`src/rtl/vtcb_pkg.sv`:
```
// Package for the virtual timer channel bank.
// Holds the word types, request codes and sizing constants used by all rtl files.
// Depends on nothing.
`timescale 1ns / 1ps

package vtcb_pkg;

	// Bank sizing and rate window for set frequency.
	localparam int NUM_CHANNELS = 5;
	localparam int MAX_RATE     = 15;
	localparam int MIN_RATE     = 6;
	localparam int CHAN_W       = 3;
	localparam int LOG2_W       = 5;
	localparam int RATE_SPAN    = MAX_RATE - MIN_RATE + 1;

	// Request codes.
	localparam logic [2:0] FUNC_TICK  = 3'd0;
	localparam logic [2:0] FUNC_OPEN  = 3'd1;
	localparam logic [2:0] FUNC_CLOSE = 3'd2;
	localparam logic [2:0] FUNC_FREQ  = 3'd3;
	localparam logic [2:0] FUNC_ARM   = 3'd4;

	// Configuration register indexes and reset values.
	localparam logic REG_REFRESH_PERIOD = 1'b0;
	localparam logic REG_CLOCK_PERIOD   = 1'b1;
	localparam logic [7:0] REFRESH_RESET = 8'd40;
	localparam logic [9:0] CLOCK_RESET   = 10'd500;

	// Required length of a set-frequency value.
	localparam logic [7:0] FREQ_BYTES = 8'd4;

	typedef struct packed {
		logic [2:0]         func;
		logic [2:0]         slot;
		logic               slot_valid;
		logic signed [31:0] freq_value;
		logic [7:0]         byte_count;
		logic               value_present;
	} in_word_t;

	typedef struct packed {
		logic       status;
		logic [2:0] granted_slot;
		logic [4:0] done_mask;
		logic       clock_event;
		logic       refresh_event;
	} out_word_t;

	// Channel bank answer for one request.
	typedef struct packed {
		logic                    status;
		logic [2:0]              granted_slot;
		logic [NUM_CHANNELS-1:0] done_mask;
	} chan_resp_t;

	// Periodic counter events for one tick.
	typedef struct packed {
		logic clock_event;
		logic refresh_event;
	} tick_evt_t;

endpackage

```
`src/rtl/vtcb_chan_bank.sv`:
```
// Channel state of the virtual timer bank: free flags, periods and down-counters.
// Executes one request word per fire and returns status, granted channel and done mask.
// Depends on vtcb_pkg.
`timescale 1ns / 1ps

module vtcb_chan_bank (
	input  logic                 clk,
	input  logic                 arst_n,
	input  logic                 fire,
	input  vtcb_pkg::in_word_t   word,
	output vtcb_pkg::chan_resp_t resp
);
	import vtcb_pkg::*;

	logic [NUM_CHANNELS-1:0] free_q;
	logic [7:0]              period_q [NUM_CHANNELS];
	logic [7:0]              count_q  [NUM_CHANNELS];

	logic [NUM_CHANNELS-1:0] free_d;
	logic [7:0]              period_d [NUM_CHANNELS];
	logic [7:0]              count_d  [NUM_CHANNELS];

	logic              slot_in_range;
	logic              held_ok;
	logic [CHAN_W-1:0] idx;
	logic              found;
	logic [CHAN_W-1:0] first_free;
	logic [31:0]       freq;
	logic              pow2;
	logic [LOG2_W-1:0] pw;
	logic              freq_ok;
	logic [7:0]        new_period;

	assign slot_in_range = word.slot < 3'(NUM_CHANNELS);
	assign held_ok       = word.slot_valid && slot_in_range;
	assign idx           = word.slot[CHAN_W-1:0];

	// Lowest free channel for an open without a held channel.
	always_comb begin
		found      = 1'b0;
		first_free = '0;
		for (int i = 0; i < NUM_CHANNELS; i++) begin
			if (free_q[i] && !found) begin
				found      = 1'b1;
				first_free = CHAN_W'(i);
			end
		end
	end

	// Frequency checks: power of two, log2 taken from the single set bit.
	always_comb begin
		freq = word.freq_value;
		pow2 = (freq & (freq - 32'd1)) == 32'd0;
		pw   = '0;
		for (int i = 0; i < 31; i++) begin
			if (freq[i]) begin
				pw = pw | LOG2_W'(i);
			end
		end
		freq_ok = (word.byte_count == FREQ_BYTES) && word.value_present && pow2 &&
			!freq[31] && (pw != '0) && (pw < LOG2_W'(RATE_SPAN)) && held_ok;
		new_period = 8'(9'd256 >> pw);
	end

	// Request decode and next state.
	always_comb begin
		free_d   = free_q;
		period_d = period_q;
		count_d  = count_q;
		resp     = '0;
		unique case (word.func)
			FUNC_TICK: begin
				for (int i = 0; i < NUM_CHANNELS; i++) begin
					count_d[i] = (count_q[i] != 8'd0) ? count_q[i] - 8'd1 : 8'd0;
					resp.done_mask[i] = (count_d[i] == 8'd0);
				end
			end
			FUNC_OPEN: begin
				if (word.slot_valid) begin
					resp.status       = !slot_in_range;
					resp.granted_slot = slot_in_range ? word.slot : 3'd0;
				end else begin
					resp.status       = !found;
					resp.granted_slot = found ? 3'(first_free) : 3'd0;
				end
				if (!resp.status) begin
					free_d[resp.granted_slot[CHAN_W-1:0]]   = 1'b0;
					period_d[resp.granted_slot[CHAN_W-1:0]] = 8'd1;
				end
			end
			FUNC_CLOSE: begin
				if (held_ok) begin
					free_d[idx] = 1'b1;
				end
			end
			FUNC_FREQ: begin
				resp.status = !freq_ok;
				if (freq_ok) begin
					period_d[idx] = new_period;
				end
			end
			FUNC_ARM: begin
				resp.status = !held_ok;
				if (held_ok) begin
					count_d[idx] = period_q[idx];
				end
			end
			default: begin
				resp.status = 1'b1;
			end
		endcase
	end

	// Channel state registers.
	always_ff @(posedge clk or negedge arst_n) begin
		if (!arst_n) begin
			free_q <= '1;
			for (int i = 0; i < NUM_CHANNELS; i++) begin
				period_q[i] <= 8'd0;
				count_q[i]  <= 8'd0;
			end
		end else if (fire) begin
			free_q   <= free_d;
			period_q <= period_d;
			count_q  <= count_d;
		end
	end

	// A granted channel is busy afterwards.
	a_open_marks_busy: assert property (@(posedge clk) disable iff (!arst_n)
		fire && word.func == FUNC_OPEN && !resp.status
		|=> !free_q[$past(resp.granted_slot[CHAN_W-1:0])])
		else $error("open left granted channel free");

	// Only a tick reports done channels.
	a_mask_only_on_tick: assert property (@(posedge clk) disable iff (!arst_n)
		fire && word.func != FUNC_TICK |-> resp.done_mask == '0)
		else $error("done mask outside tick");

	// A successful arm loads the counter from the period.
	a_arm_loads: assert property (@(posedge clk) disable iff (!arst_n)
		fire && word.func == FUNC_ARM && !resp.status
		|=> count_q[$past(idx)] == period_q[$past(idx)])
		else $error("arm did not load counter");

endmodule

```
`src/rtl/vtcb_periodic.sv`:
```
// Fixed periodic counters for the refresh and time-of-day events.
// Counts down on every tick, fires at one or zero and reloads from its period register.
// Depends on vtcb_pkg.
`timescale 1ns / 1ps

module vtcb_periodic (
	input  logic                clk,
	input  logic                arst_n,
	input  logic                tick,
	input  logic [7:0]          refresh_period,
	input  logic [9:0]          clock_period,
	output vtcb_pkg::tick_evt_t evt
);
	import vtcb_pkg::*;

	logic [7:0] refresh_count_q;
	logic [9:0] clock_count_q;

	// An event is due when the counter has run down to one or zero.
	assign evt.clock_event   = clock_count_q <= 10'd1;
	assign evt.refresh_event = refresh_count_q <= 8'd1;

	// Reload on an event, otherwise count down.
	always_ff @(posedge clk or negedge arst_n) begin
		if (!arst_n) begin
			refresh_count_q <= REFRESH_RESET;
			clock_count_q   <= CLOCK_RESET;
		end else if (tick) begin
			clock_count_q   <= evt.clock_event ? clock_period : clock_count_q - 10'd1;
			refresh_count_q <= evt.refresh_event ? refresh_period
				: refresh_count_q - 8'd1;
		end
	end

	a_clock_reload: assert property (@(posedge clk) disable iff (!arst_n)
		tick && evt.clock_event |=> clock_count_q == $past(clock_period))
		else $error("clock counter not reloaded");

	a_refresh_count: assert property (@(posedge clk) disable iff (!arst_n)
		tick && !evt.refresh_event |=> refresh_count_q == $past(refresh_count_q) - 8'd1)
		else $error("refresh counter did not count down");

	a_idle_hold: assert property (@(posedge clk) disable iff (!arst_n)
		!tick |=> $stable(clock_count_q) && $stable(refresh_count_q))
		else $error("periodic counters moved without tick");

endmodule

```
`src/rtl/virtual_timer_channel_bank.sv`:
```
// Top level of the virtual timer channel bank.
// Holds the input and result registers, the configuration port and the two units.
// Depends on vtcb_pkg, vtcb_chan_bank and vtcb_periodic.
`timescale 1ns / 1ps

// The bank takes one request word per clock unless stalled and returns one result word
// for each. The word is captured in an input register at acceptance. The channel bank
// and the periodic counters act on it when it moves on, and its result is loaded into
// an output register at that edge. The result is presented from the output register and
// held there until taken. Throughput is one word per cycle and falls only while the
// output is stalled. The refresh and clock periods are written over the configuration
// port at byte addresses 0 and 4 and should be changed only while the bank is idle.
module virtual_timer_channel_bank (
	input  logic                clk,
	input  logic                arst_n,
	input  logic                in_valid,
	output logic                in_stall,
	input  vtcb_pkg::in_word_t  in_word,
	output logic                out_valid,
	input  logic                out_stall,
	output vtcb_pkg::out_word_t out_word,
	input  logic                psel,
	input  logic                penable,
	input  logic                pwrite,
	input  logic [2:0]          paddr,
	input  logic [31:0]         pwdata,
	output logic [31:0]         prdata,
	output logic                pready
);
	import vtcb_pkg::*;

	logic       valid_s1;
	in_word_t   word_s1;
	logic       out_valid_q;
	out_word_t  out_word_q;
	logic [7:0] refresh_period_q;
	logic [9:0] clock_period_q;
	logic       advance;
	logic       accept;
	logic       tick;
	chan_resp_t resp;
	tick_evt_t  evt;

	// Configuration port: always ready, written on the access cycle.
	assign pready = 1'b1;

	always_ff @(posedge clk or negedge arst_n) begin
		if (!arst_n) begin
			refresh_period_q <= REFRESH_RESET;
			clock_period_q   <= CLOCK_RESET;
		end else if (psel && penable && pwrite) begin
			unique case (paddr[2])
				REG_REFRESH_PERIOD: refresh_period_q <= pwdata[7:0];
				REG_CLOCK_PERIOD:   clock_period_q   <= pwdata[9:0];
				default: ;
			endcase
		end
	end

	always_comb begin
		unique case (paddr[2])
			REG_REFRESH_PERIOD: prdata = {24'd0, refresh_period_q};
			REG_CLOCK_PERIOD:   prdata = {22'd0, clock_period_q};
			default:            prdata = 32'd0;
		endcase
	end

	// Handshake: the input register moves on whenever the result register can take a word.
	assign advance  = valid_s1 && (!out_valid_q || !out_stall);
	assign in_stall = valid_s1 && out_valid_q && out_stall;
	assign accept   = in_valid && !in_stall;
	assign tick     = advance && (word_s1.func == FUNC_TICK);

	// Input register.
	always_ff @(posedge clk or negedge arst_n) begin
		if (!arst_n) begin
			valid_s1 <= 1'b0;
		end else if (accept) begin
			valid_s1 <= 1'b1;
		end else if (advance) begin
			valid_s1 <= 1'b0;
		end
	end

	always_ff @(posedge clk) begin
		if (accept) begin
			word_s1 <= in_word;
		end
	end

	vtcb_chan_bank u_chan_bank (
		.clk    (clk),
		.arst_n (arst_n),
		.fire   (advance),
		.word   (word_s1),
		.resp   (resp)
	);

	vtcb_periodic u_periodic (
		.clk            (clk),
		.arst_n         (arst_n),
		.tick           (tick),
		.refresh_period (refresh_period_q),
		.clock_period   (clock_period_q),
		.evt            (evt)
	);

	// Result register.
	always_ff @(posedge clk or negedge arst_n) begin
		if (!arst_n) begin
			out_valid_q <= 1'b0;
		end else if (advance) begin
			out_valid_q <= 1'b1;
		end else if (!out_stall) begin
			out_valid_q <= 1'b0;
		end
	end

	always_ff @(posedge clk) begin
		if (advance) begin
			out_word_q.status        <= resp.status;
			out_word_q.granted_slot  <= resp.granted_slot;
			out_word_q.done_mask     <= resp.done_mask;
			out_word_q.clock_event   <= tick && evt.clock_event;
			out_word_q.refresh_event <= tick && evt.refresh_event;
		end
	end

	assign out_valid = out_valid_q;
	assign out_word  = out_word_q;

endmodule
```
`config.mk`:
```
export PLATFORM = sky130hd
export DESIGN_NAME = virtual_timer_channel_bank
export DESIGN_NICKNAME = d
export VERILOG_FILES = /design/src/rtl/vtcb_pkg.sv /design/src/rtl/vtcb_chan_bank.sv /design/src/rtl/vtcb_periodic.sv /design/src/rtl/virtual_timer_channel_bank.sv
export SDC_FILE = /design/constraint.sdc
export NUM_CORES = 1
export LEC_CHECK = 0
export ABC_AREA = 1
export BUFFER_PORTS_ARGS = -buffer_cell sky130_fd_sc_hd__buf_2
export CORE_ASPECT_RATIO = 0.8
export CORE_MARGIN = 1
export CORE_UTILIZATION = 40
export CTS_BUF_LIST = sky130_fd_sc_hd__clkbuf_4 sky130_fd_sc_hd__clkbuf_8
export DETAILED_ROUTE_END_ITERATION = 8
export GPL_ROUTABILITY_DRIVEN = 1
export SLEW_MARGIN = 5
export SYNTH_ARGS = -nofsm -noshare
export SYNTH_HDL_FRONTEND = slang
export SYNTH_SLANG_ARGS = --single-unit
```
`constraint.sdc`:
```
create_clock -name clk -period 2.35 [get_ports clk]
set_clock_uncertainty 0.15 [all_clocks]
set_input_delay 0.1175 -clock clk [delete_from_list [all_inputs] [get_ports clk]]
set_output_delay 0.1175 -clock clk [all_outputs]
set_load 0.005 [all_outputs]
```
Yosys cells after proc, flatten, opt, wreduce, memory -nomap -nowiden:

Index checks and enable logic that the tools add are counted.

* flip-flop bits (word level): 182
* latch bits: 0
* RAM bits: 0
* ROM bits: 0
* output and inout bits: 46
* logic and storage cells: 219
* memories kept: 0

* add/subtract/negate cells: 8
* $mul: 0
* divide/modulo/power cells: 0
* $lt $le $gt $ge: 12
* eq/ne operators: 12
* shift-type cells: 1
* multiplexer cells: 88
* bitwise logic cells: 10
* reduce and logical (&&, ||, !) cells: 60

Operators with widths (count)
* 40-bit two-way mux: 6
* 40-bit case mux with 2 select lines: 2
* 8-bit two-way mux: 12
* 5-bit two-way mux: 19
* 40-bit bitwise mux: 2
* 32-bit case mux with 2 select lines: 1
* 8-bit demux with 3-bit select: 2
* 8-bit by 1-bit subtractor with 8-bit output, second input constant: 6
* 8-bit zero test: 5
* 4-bit two-way mux: 10
* 8-bit nonzero test: 5
* 35-bit AND: 1
* 35-bit inverter: 1
* 32-bit AND: 1
* 32-bit zero test: 1
* 32-bit by 1-bit subtractor with 32-bit output, second input constant: 1
* 10-bit two-way mux: 3
* 3-bit two-way mux: 9
* 8-bit binary-select mux with 3-bit select: 1
* 1-bit logical AND: 24
* 1-bit two-way mux: 15
* 1-bit zero test: 12
* 10-bit by 1-bit less-or-equal comparator with 1-bit output, second input constant: 1
* 5-bit OR: 2
* 31 further kinds: 49

Longest topological paths before layout:

* word-level depth: 37
* gate-level depth with buffers: 15
* depth with buffers taken out: 15

Modules after synthesis:

Synthesis repeated with hierarchy kept, for this count alone.

* cells, all modules: 1420
* area total of the unflattened synthesis: 10751.6 sq um

Modules (own cells, without submodules)
* vtcb_chan_bank: instances 1, cells an instance 984, area an instance 6396.1 sq um
* virtual_timer_channel_bank: instances 1, cells an instance 214, area an instance 2942.8 sq um
* vtcb_periodic: instances 1, cells an instance 222, area an instance 1412.6 sq um

Worst setup path after synthesis:

No wires, ideal clock.

* path type: reg-to-reg
* start: register out_valid_q, in the netlist out_valid
* end: register u_chan_bank.count_q[2] (netlist bit)
* library setup time: 0.138 ns
* data arrival time: 2.267 ns
* required time: 2.062 ns
* path slack: -0.206 ns
* stages on the path, launching flop included: 12
* buffers on the path: 1
* cells stage by stage: dfrtp_1 > nand2_1 > inv_1 > nor2_1 > inv_1 > nor3_1 > inv_1 > a21oi_1 > inv_1 > clkbuf_1 > a31oi_1 > a22oi_1

* word-level cells in the longest chain between the ends: 4

RTL lines
* start, declared: RTL line virtual_timer_channel_bank.sv:34 `logic out_valid_q;`
* start signal, assigned: RTL line virtual_timer_channel_bank.sv:111 `out_valid_q <= 1'b0;`
* start signal, assigned: RTL line virtual_timer_channel_bank.sv:113 `out_valid_q <= 1'b1;`
* start signal, assigned: RTL line virtual_timer_channel_bank.sv:115 `out_valid_q <= 1'b0;`
* 1-bit zero test: RTL line virtual_timer_channel_bank.sv:69 `assign advance = valid_s1 && (!out_valid_q || !out_stall);`
* 1-bit logical OR: RTL line virtual_timer_channel_bank.sv:69
* 1-bit logical AND: RTL line virtual_timer_channel_bank.sv:69
* via advance: RTL line virtual_timer_channel_bank.sv:38 `logic advance;`
* 3-bit AND reduction (no line)
* end signal, assigned: RTL line vtcb_chan_bank.sv:125 `count_q <= count_d;`
* end, declared: RTL line vtcb_chan_bank.sv:17 `logic [7:0] count_q [NUM_CHANNELS];`

The timed path passes the listed nets, and every way through them passes these cells.
A chain may end at the register's enable or synchronous reset.

Worst setup path after layout:

* start: register word_s1[12] (netlist bit)
* end: register u_chan_bank.period_q[28] (netlist bit)

* word-level cells in the longest chain between the ends: 34
* elaborated cells between the ends (all ways): 45

RTL lines
* start, declared: RTL line virtual_timer_channel_bank.sv:33 `in_word_t word_s1;`
* start signal, assigned: RTL line virtual_timer_channel_bank.sv:87 `word_s1 <= in_word;`
* parallel branches: the longest is 34 deep, another holds 4-bit two-way mux
* end signal, assigned: RTL line vtcb_chan_bank.sv:124 `period_q <= period_d;`
* end, declared: RTL line vtcb_chan_bank.sv:16 `logic [7:0] period_q [NUM_CHANNELS];`

Parallel ways; which one is timed is not known. The select of a mux whose other input is x is not followed.

==> results.py <==
metrics = {
    "status": {
        "status": "complete, but fails checks",
        "violations": "setup timing",
    },
    "yosys": {
        "synth_cell_types": 53,
        "synth_edf_count": 59,
        "yosys-top-cells-count": "318 x nand2_1, 159 x nor2_1, 149 x o21ai_0, 138 x inv_1, 102 x dfrtp_1",
        "synthFlopType": "dfrtp_1",
        "syn_area_um2": 10400,
        "synth_fa_ha_area_share_pct": 1.08,
        "synthSimpleGateAreaFrac_pct": 28.9,
        "synth_top_family_by_area": "simple AND/OR/NAND/NOR gates",
        "synth_largest_area_cell": "dfrtp_1",
        "synth_xor_xnor_area_share_pct": 0.419,
        "synth_compound_area_share_pct": 14.1,
        "ys_seq_area_share_pct": 46.7,
        "synth_area_leaders": "dfrtp_1 24%, edfxtp_1 17%, nand2_1 11%",
        "avgSynthCellArea_um2": 7.83,
        "yosys_warnings": 0,
        "yosysMostFrequentCell": "nand2_1",
        "synth.top_cell.area_share_pct": 24.4,
        "async_flop_share_pct": 67.6,
        "synth_cells": 1335,
        "synthMuxAreaShare_pct": 0.216,
        "ys_ff_latch": 182,
    },
    "place": {
        "gp_congestion": 0.922,
        "port_buffers": 88,
        "post_dp_cell_area_um2": 12000,
        "hpwlAfterDp_um": 19800,
    },
    "final_layout": {
        "fin_area_um2": 13500,
        "fillers": 2364,
        "seq_area_um2": 4880,
        "multi_input_area_um2": 5040,
        "n_antenna_cell": 0,
        "drive_gt1_share_pct": 25.1,
        "fin_nets": 1708,
        "syn2layout_area_growth_pct": 29.3,
    },
    "power_and_ir_drop": {
        "p_per_area_nw_per_um2": 676,
        "p_int_mw": 5.83,
        "swShare_pct": 36.2,
        "peakVddDrop_uv": 381,
        "combPwrFrac_pct": 30.3,
        "power.switching_mw": 3.30,
        "power.total_mw": 9.13,
        "clkPwrFrac_pct": 22.6,
        "pwr-share-seq_pct": 47.1,
        "p_leak_nw": 5.92,
    },
    "global_routing": {
        "grt_overflow": 0,
        "gr-max-usage-layer": "met2",
        "grt_max_degree": 54,
        "use_met2_pct": 33.2,
        "grt_pass1_wl_um": 46200,
        "use_met3_pct": 3.77,
        "grt_usage_pct": 21.7,
        "antenna_found_initial": 0,
        "grt_pass1_vias": 9324,
        "use_met1_pct": 31.7,
    },
    "worst_setup_path": {
        "critPathLaunch": "word_s1[12]",
        "r2r_start": "word_s1[12]",
        "worst-path-buf-inv": 2,
        "cp_top_family": "simple AND/OR/NAND/NOR gates",
        "crit_path_max_incr_delay_ns": 0.48,
        "end_kind": "register",
        "start_kind": "register",
        "crit_top_cell": "nand2_1",
        "arrival_ns": 2.76,
        "cpMaxStageDelayCell": "edfxtp_1",
        "critPathMaxFanout": 8,
        "worstPathCellList": "buf_6 > nor2_4 > nand2_4 > nor2_4 > nand2_2 > o21ai_1 > nand2_1 > nor2_1 > nand2_1 > nor2_4 > nand3_4 > nand2_8 > buf_12 > nand3_4 > nand2_1 > nand2_1",
        "required_ns": 2.58,
        "crit_type": "reg -> reg",
    },
    "routing": {
        "vias": 9905,
        "dr.pass1.iters": 6,
        "wl_per_cell_um": 14.4,
        "totalWireLength_um": 28500,
        "detail_route.vias_per_cell": 5.02,
        "drt_iter0_markers": 740,
        "drc": 0,
        "postRouteAntennaNets": 0,
    },
    "die": {
        "core_um2": 25400,
        "dieHeight_um": 147,
        "ios": 136,
        "rows": 52,
        "die_area_um2": 26800,
        "die_w_um": 183,
        "start_util_pct": 41.1,
    },
    "sta": {
        "fmax_ghz": 0.396,
        "tns_ns": -5.94,
        "hold_ws_ns": 0.0973,
        "rsz0062_at_grt": "true",
        "drv_slew": 0,
        "finalSetupViolCount": 41,
        "maxSlewHeadroom_pct": 37.7,
        "worstMarginPinSlew_ns": 0.931,
        "hold_violations": 0,
        "layout_min_cycle_time_ns": 2.53,
        "min_period_over_period_pct": 108,
        "fin_ws_ns": -0.177,
    },
    "clocking": {
        "numCtsBuffers": 17,
        "cts_num_sinks": 182,
        "clk_pin_slew_ns": 0.11,
        "cts.root.buffer_cell": "clkbuf_8",
        "htreeDepth": 4,
        "clk_latency_ns": 0.49,
        "clockBufferDepth": 2,
        "cts_tree": "built",
    },
    "flow_run": {
        "drv_cap": 0,
    },
    "min_path": {
        "holdCritPathClass": "in -> async",
    },
}
## cells in the final DEF (no fill, tap or decap), types with 16 or more instances in the layout
cell / instances
a21oi_1: 34
dlygate4sd3_1: 62
inv_2: 22
dfrtp_1: 102
nand2_1: 300
conb_1: 23
nor2_1: 134
nor2_2: 25
dfstp_2: 21
inv_1: 120
nand2_2: 25
nand3_1: 82
o21ai_0: 147
clkbuf_8: 17
edfxtp_1: 59
nor2_4: 16
buf_2: 87
buf_4: 126
nand4_1: 46
## registers in the layout (all words and copies together), names as in the netlist
| name | count |
|---|---|
| valid_s1 | 1 |
| word_s1 | 48 |
| u_periodic.refresh_count_q | 8 |
| u_periodic.clock_count_q | 10 |
| clock_period_q | 10 |
| out_word | 11 |
| u_chan_bank.period_q | 40 |
| u_chan_bank.count_q | 40 |
| out_valid | 1 |
| refresh_period_q | 8 |
| u_chan_bank.free_q | 5 |
## what timing repair did
| item | CTS | global route |
|---|---|---|
| hold endpoints to repair | 185 | 0 |
| pin swaps | 26 | 30 |
| hold buffers | 62 | 0 |
| resized for setup | 31 | 72 |
| setup endpoints to repair | 50 | 77 |
| buffers inserted | 14 | 9 |
| cloned | 0 | 1 |
## final timing paths
path / endpoint / slack, ns / cells after the start
max in group asynchronous: u_chan_bank.period_q[32] / 0.58 / 3
hold / removal: u_chan_bank.free_q[3] / 0.1 / 2
setup reg to reg: u_chan_bank.period_q[28] / -0.18 / 16
setup / recovery: u_chan_bank.period_q[28] / -0.18 / 16
min in group clk: word_s1[37] / 0.18 / 2
hold reg to reg: u_chan_bank.period_q[12] / 0.33 / 2
## logic make-up (layout without fill, tap and decap cells)
logic type	after synthesis	count (layout)
XOR/XNOR	5	5
flip-flops	182	182
AO/OA/AOI/OAI	262	262
other	2	23
buffers and inverters	201	467
adder cells (fa/ha/maj)	9	9
AND/OR/NAND/NOR	672	672
multiplexers	2	2
## power by group through the flow
| stage | sequential, mW | clock, mW | combinational, mW |
|---|---|---|---|
| after global routing | 4.37 | 2.22 | 3.12 |
| final | 4.30 | 2.06 | 2.77 |
| after detailed placement | 4.33 | 0 | 2.43 |
| after floorplan | 4.23 | 0 | 1.73 |
| after CTS | 4.27 | 2.12 | 2.56 |
| after global placement | 4.32 | 0 | 2.39 |
## final cells by class
type                            instances  share of cell area, %
Multi-Input combinational cell        973                   37.3
Timing Repair Buffer                  289                   16.6
Clock inverter                         14                  0.862
Inverter                              146                   4.09
Sequential cell                       182                   36.1
Tap cell                              351                   3.25
Clock buffer                           18                   1.79
## worst reg2reg max path, cell delays in order (launching register included)
cell and delay, ns:
edfxtp_1 0.48, buf_6 0.16, nor2_4 0.11, nand2_4 0.10, nor2_4 0.18, nand2_2 0.08, o21ai_1 0.13, nand2_1 0.06
nor2_1 0.11, nand2_1 0.09, nor2_4 0.14, nand3_4 0.11, nand2_8 0.10, buf_12 0.14, nand3_4 0.13, nand2_1 0.11
nand2_1 0.05
## through the flow
stage                     setup slack (ns)  cells  util, %
after floorplan                     0.0129   1356        -
after global placement              -0.171   1855     47.2
after detailed placement            -0.152   1855     47.2
after CTS                          -0.0444   1963     51.9
after global routing                -0.321   1973     53.1
final                               -0.177   1973     53.1
## routing by layer
metal	vias to the layer above	wire length, um
li1	5011	-
met1	4599	14100
met2	266	12500
met3	29	1470
met4	0	379
met5	-	0
(Power assumes the default switching activity.)
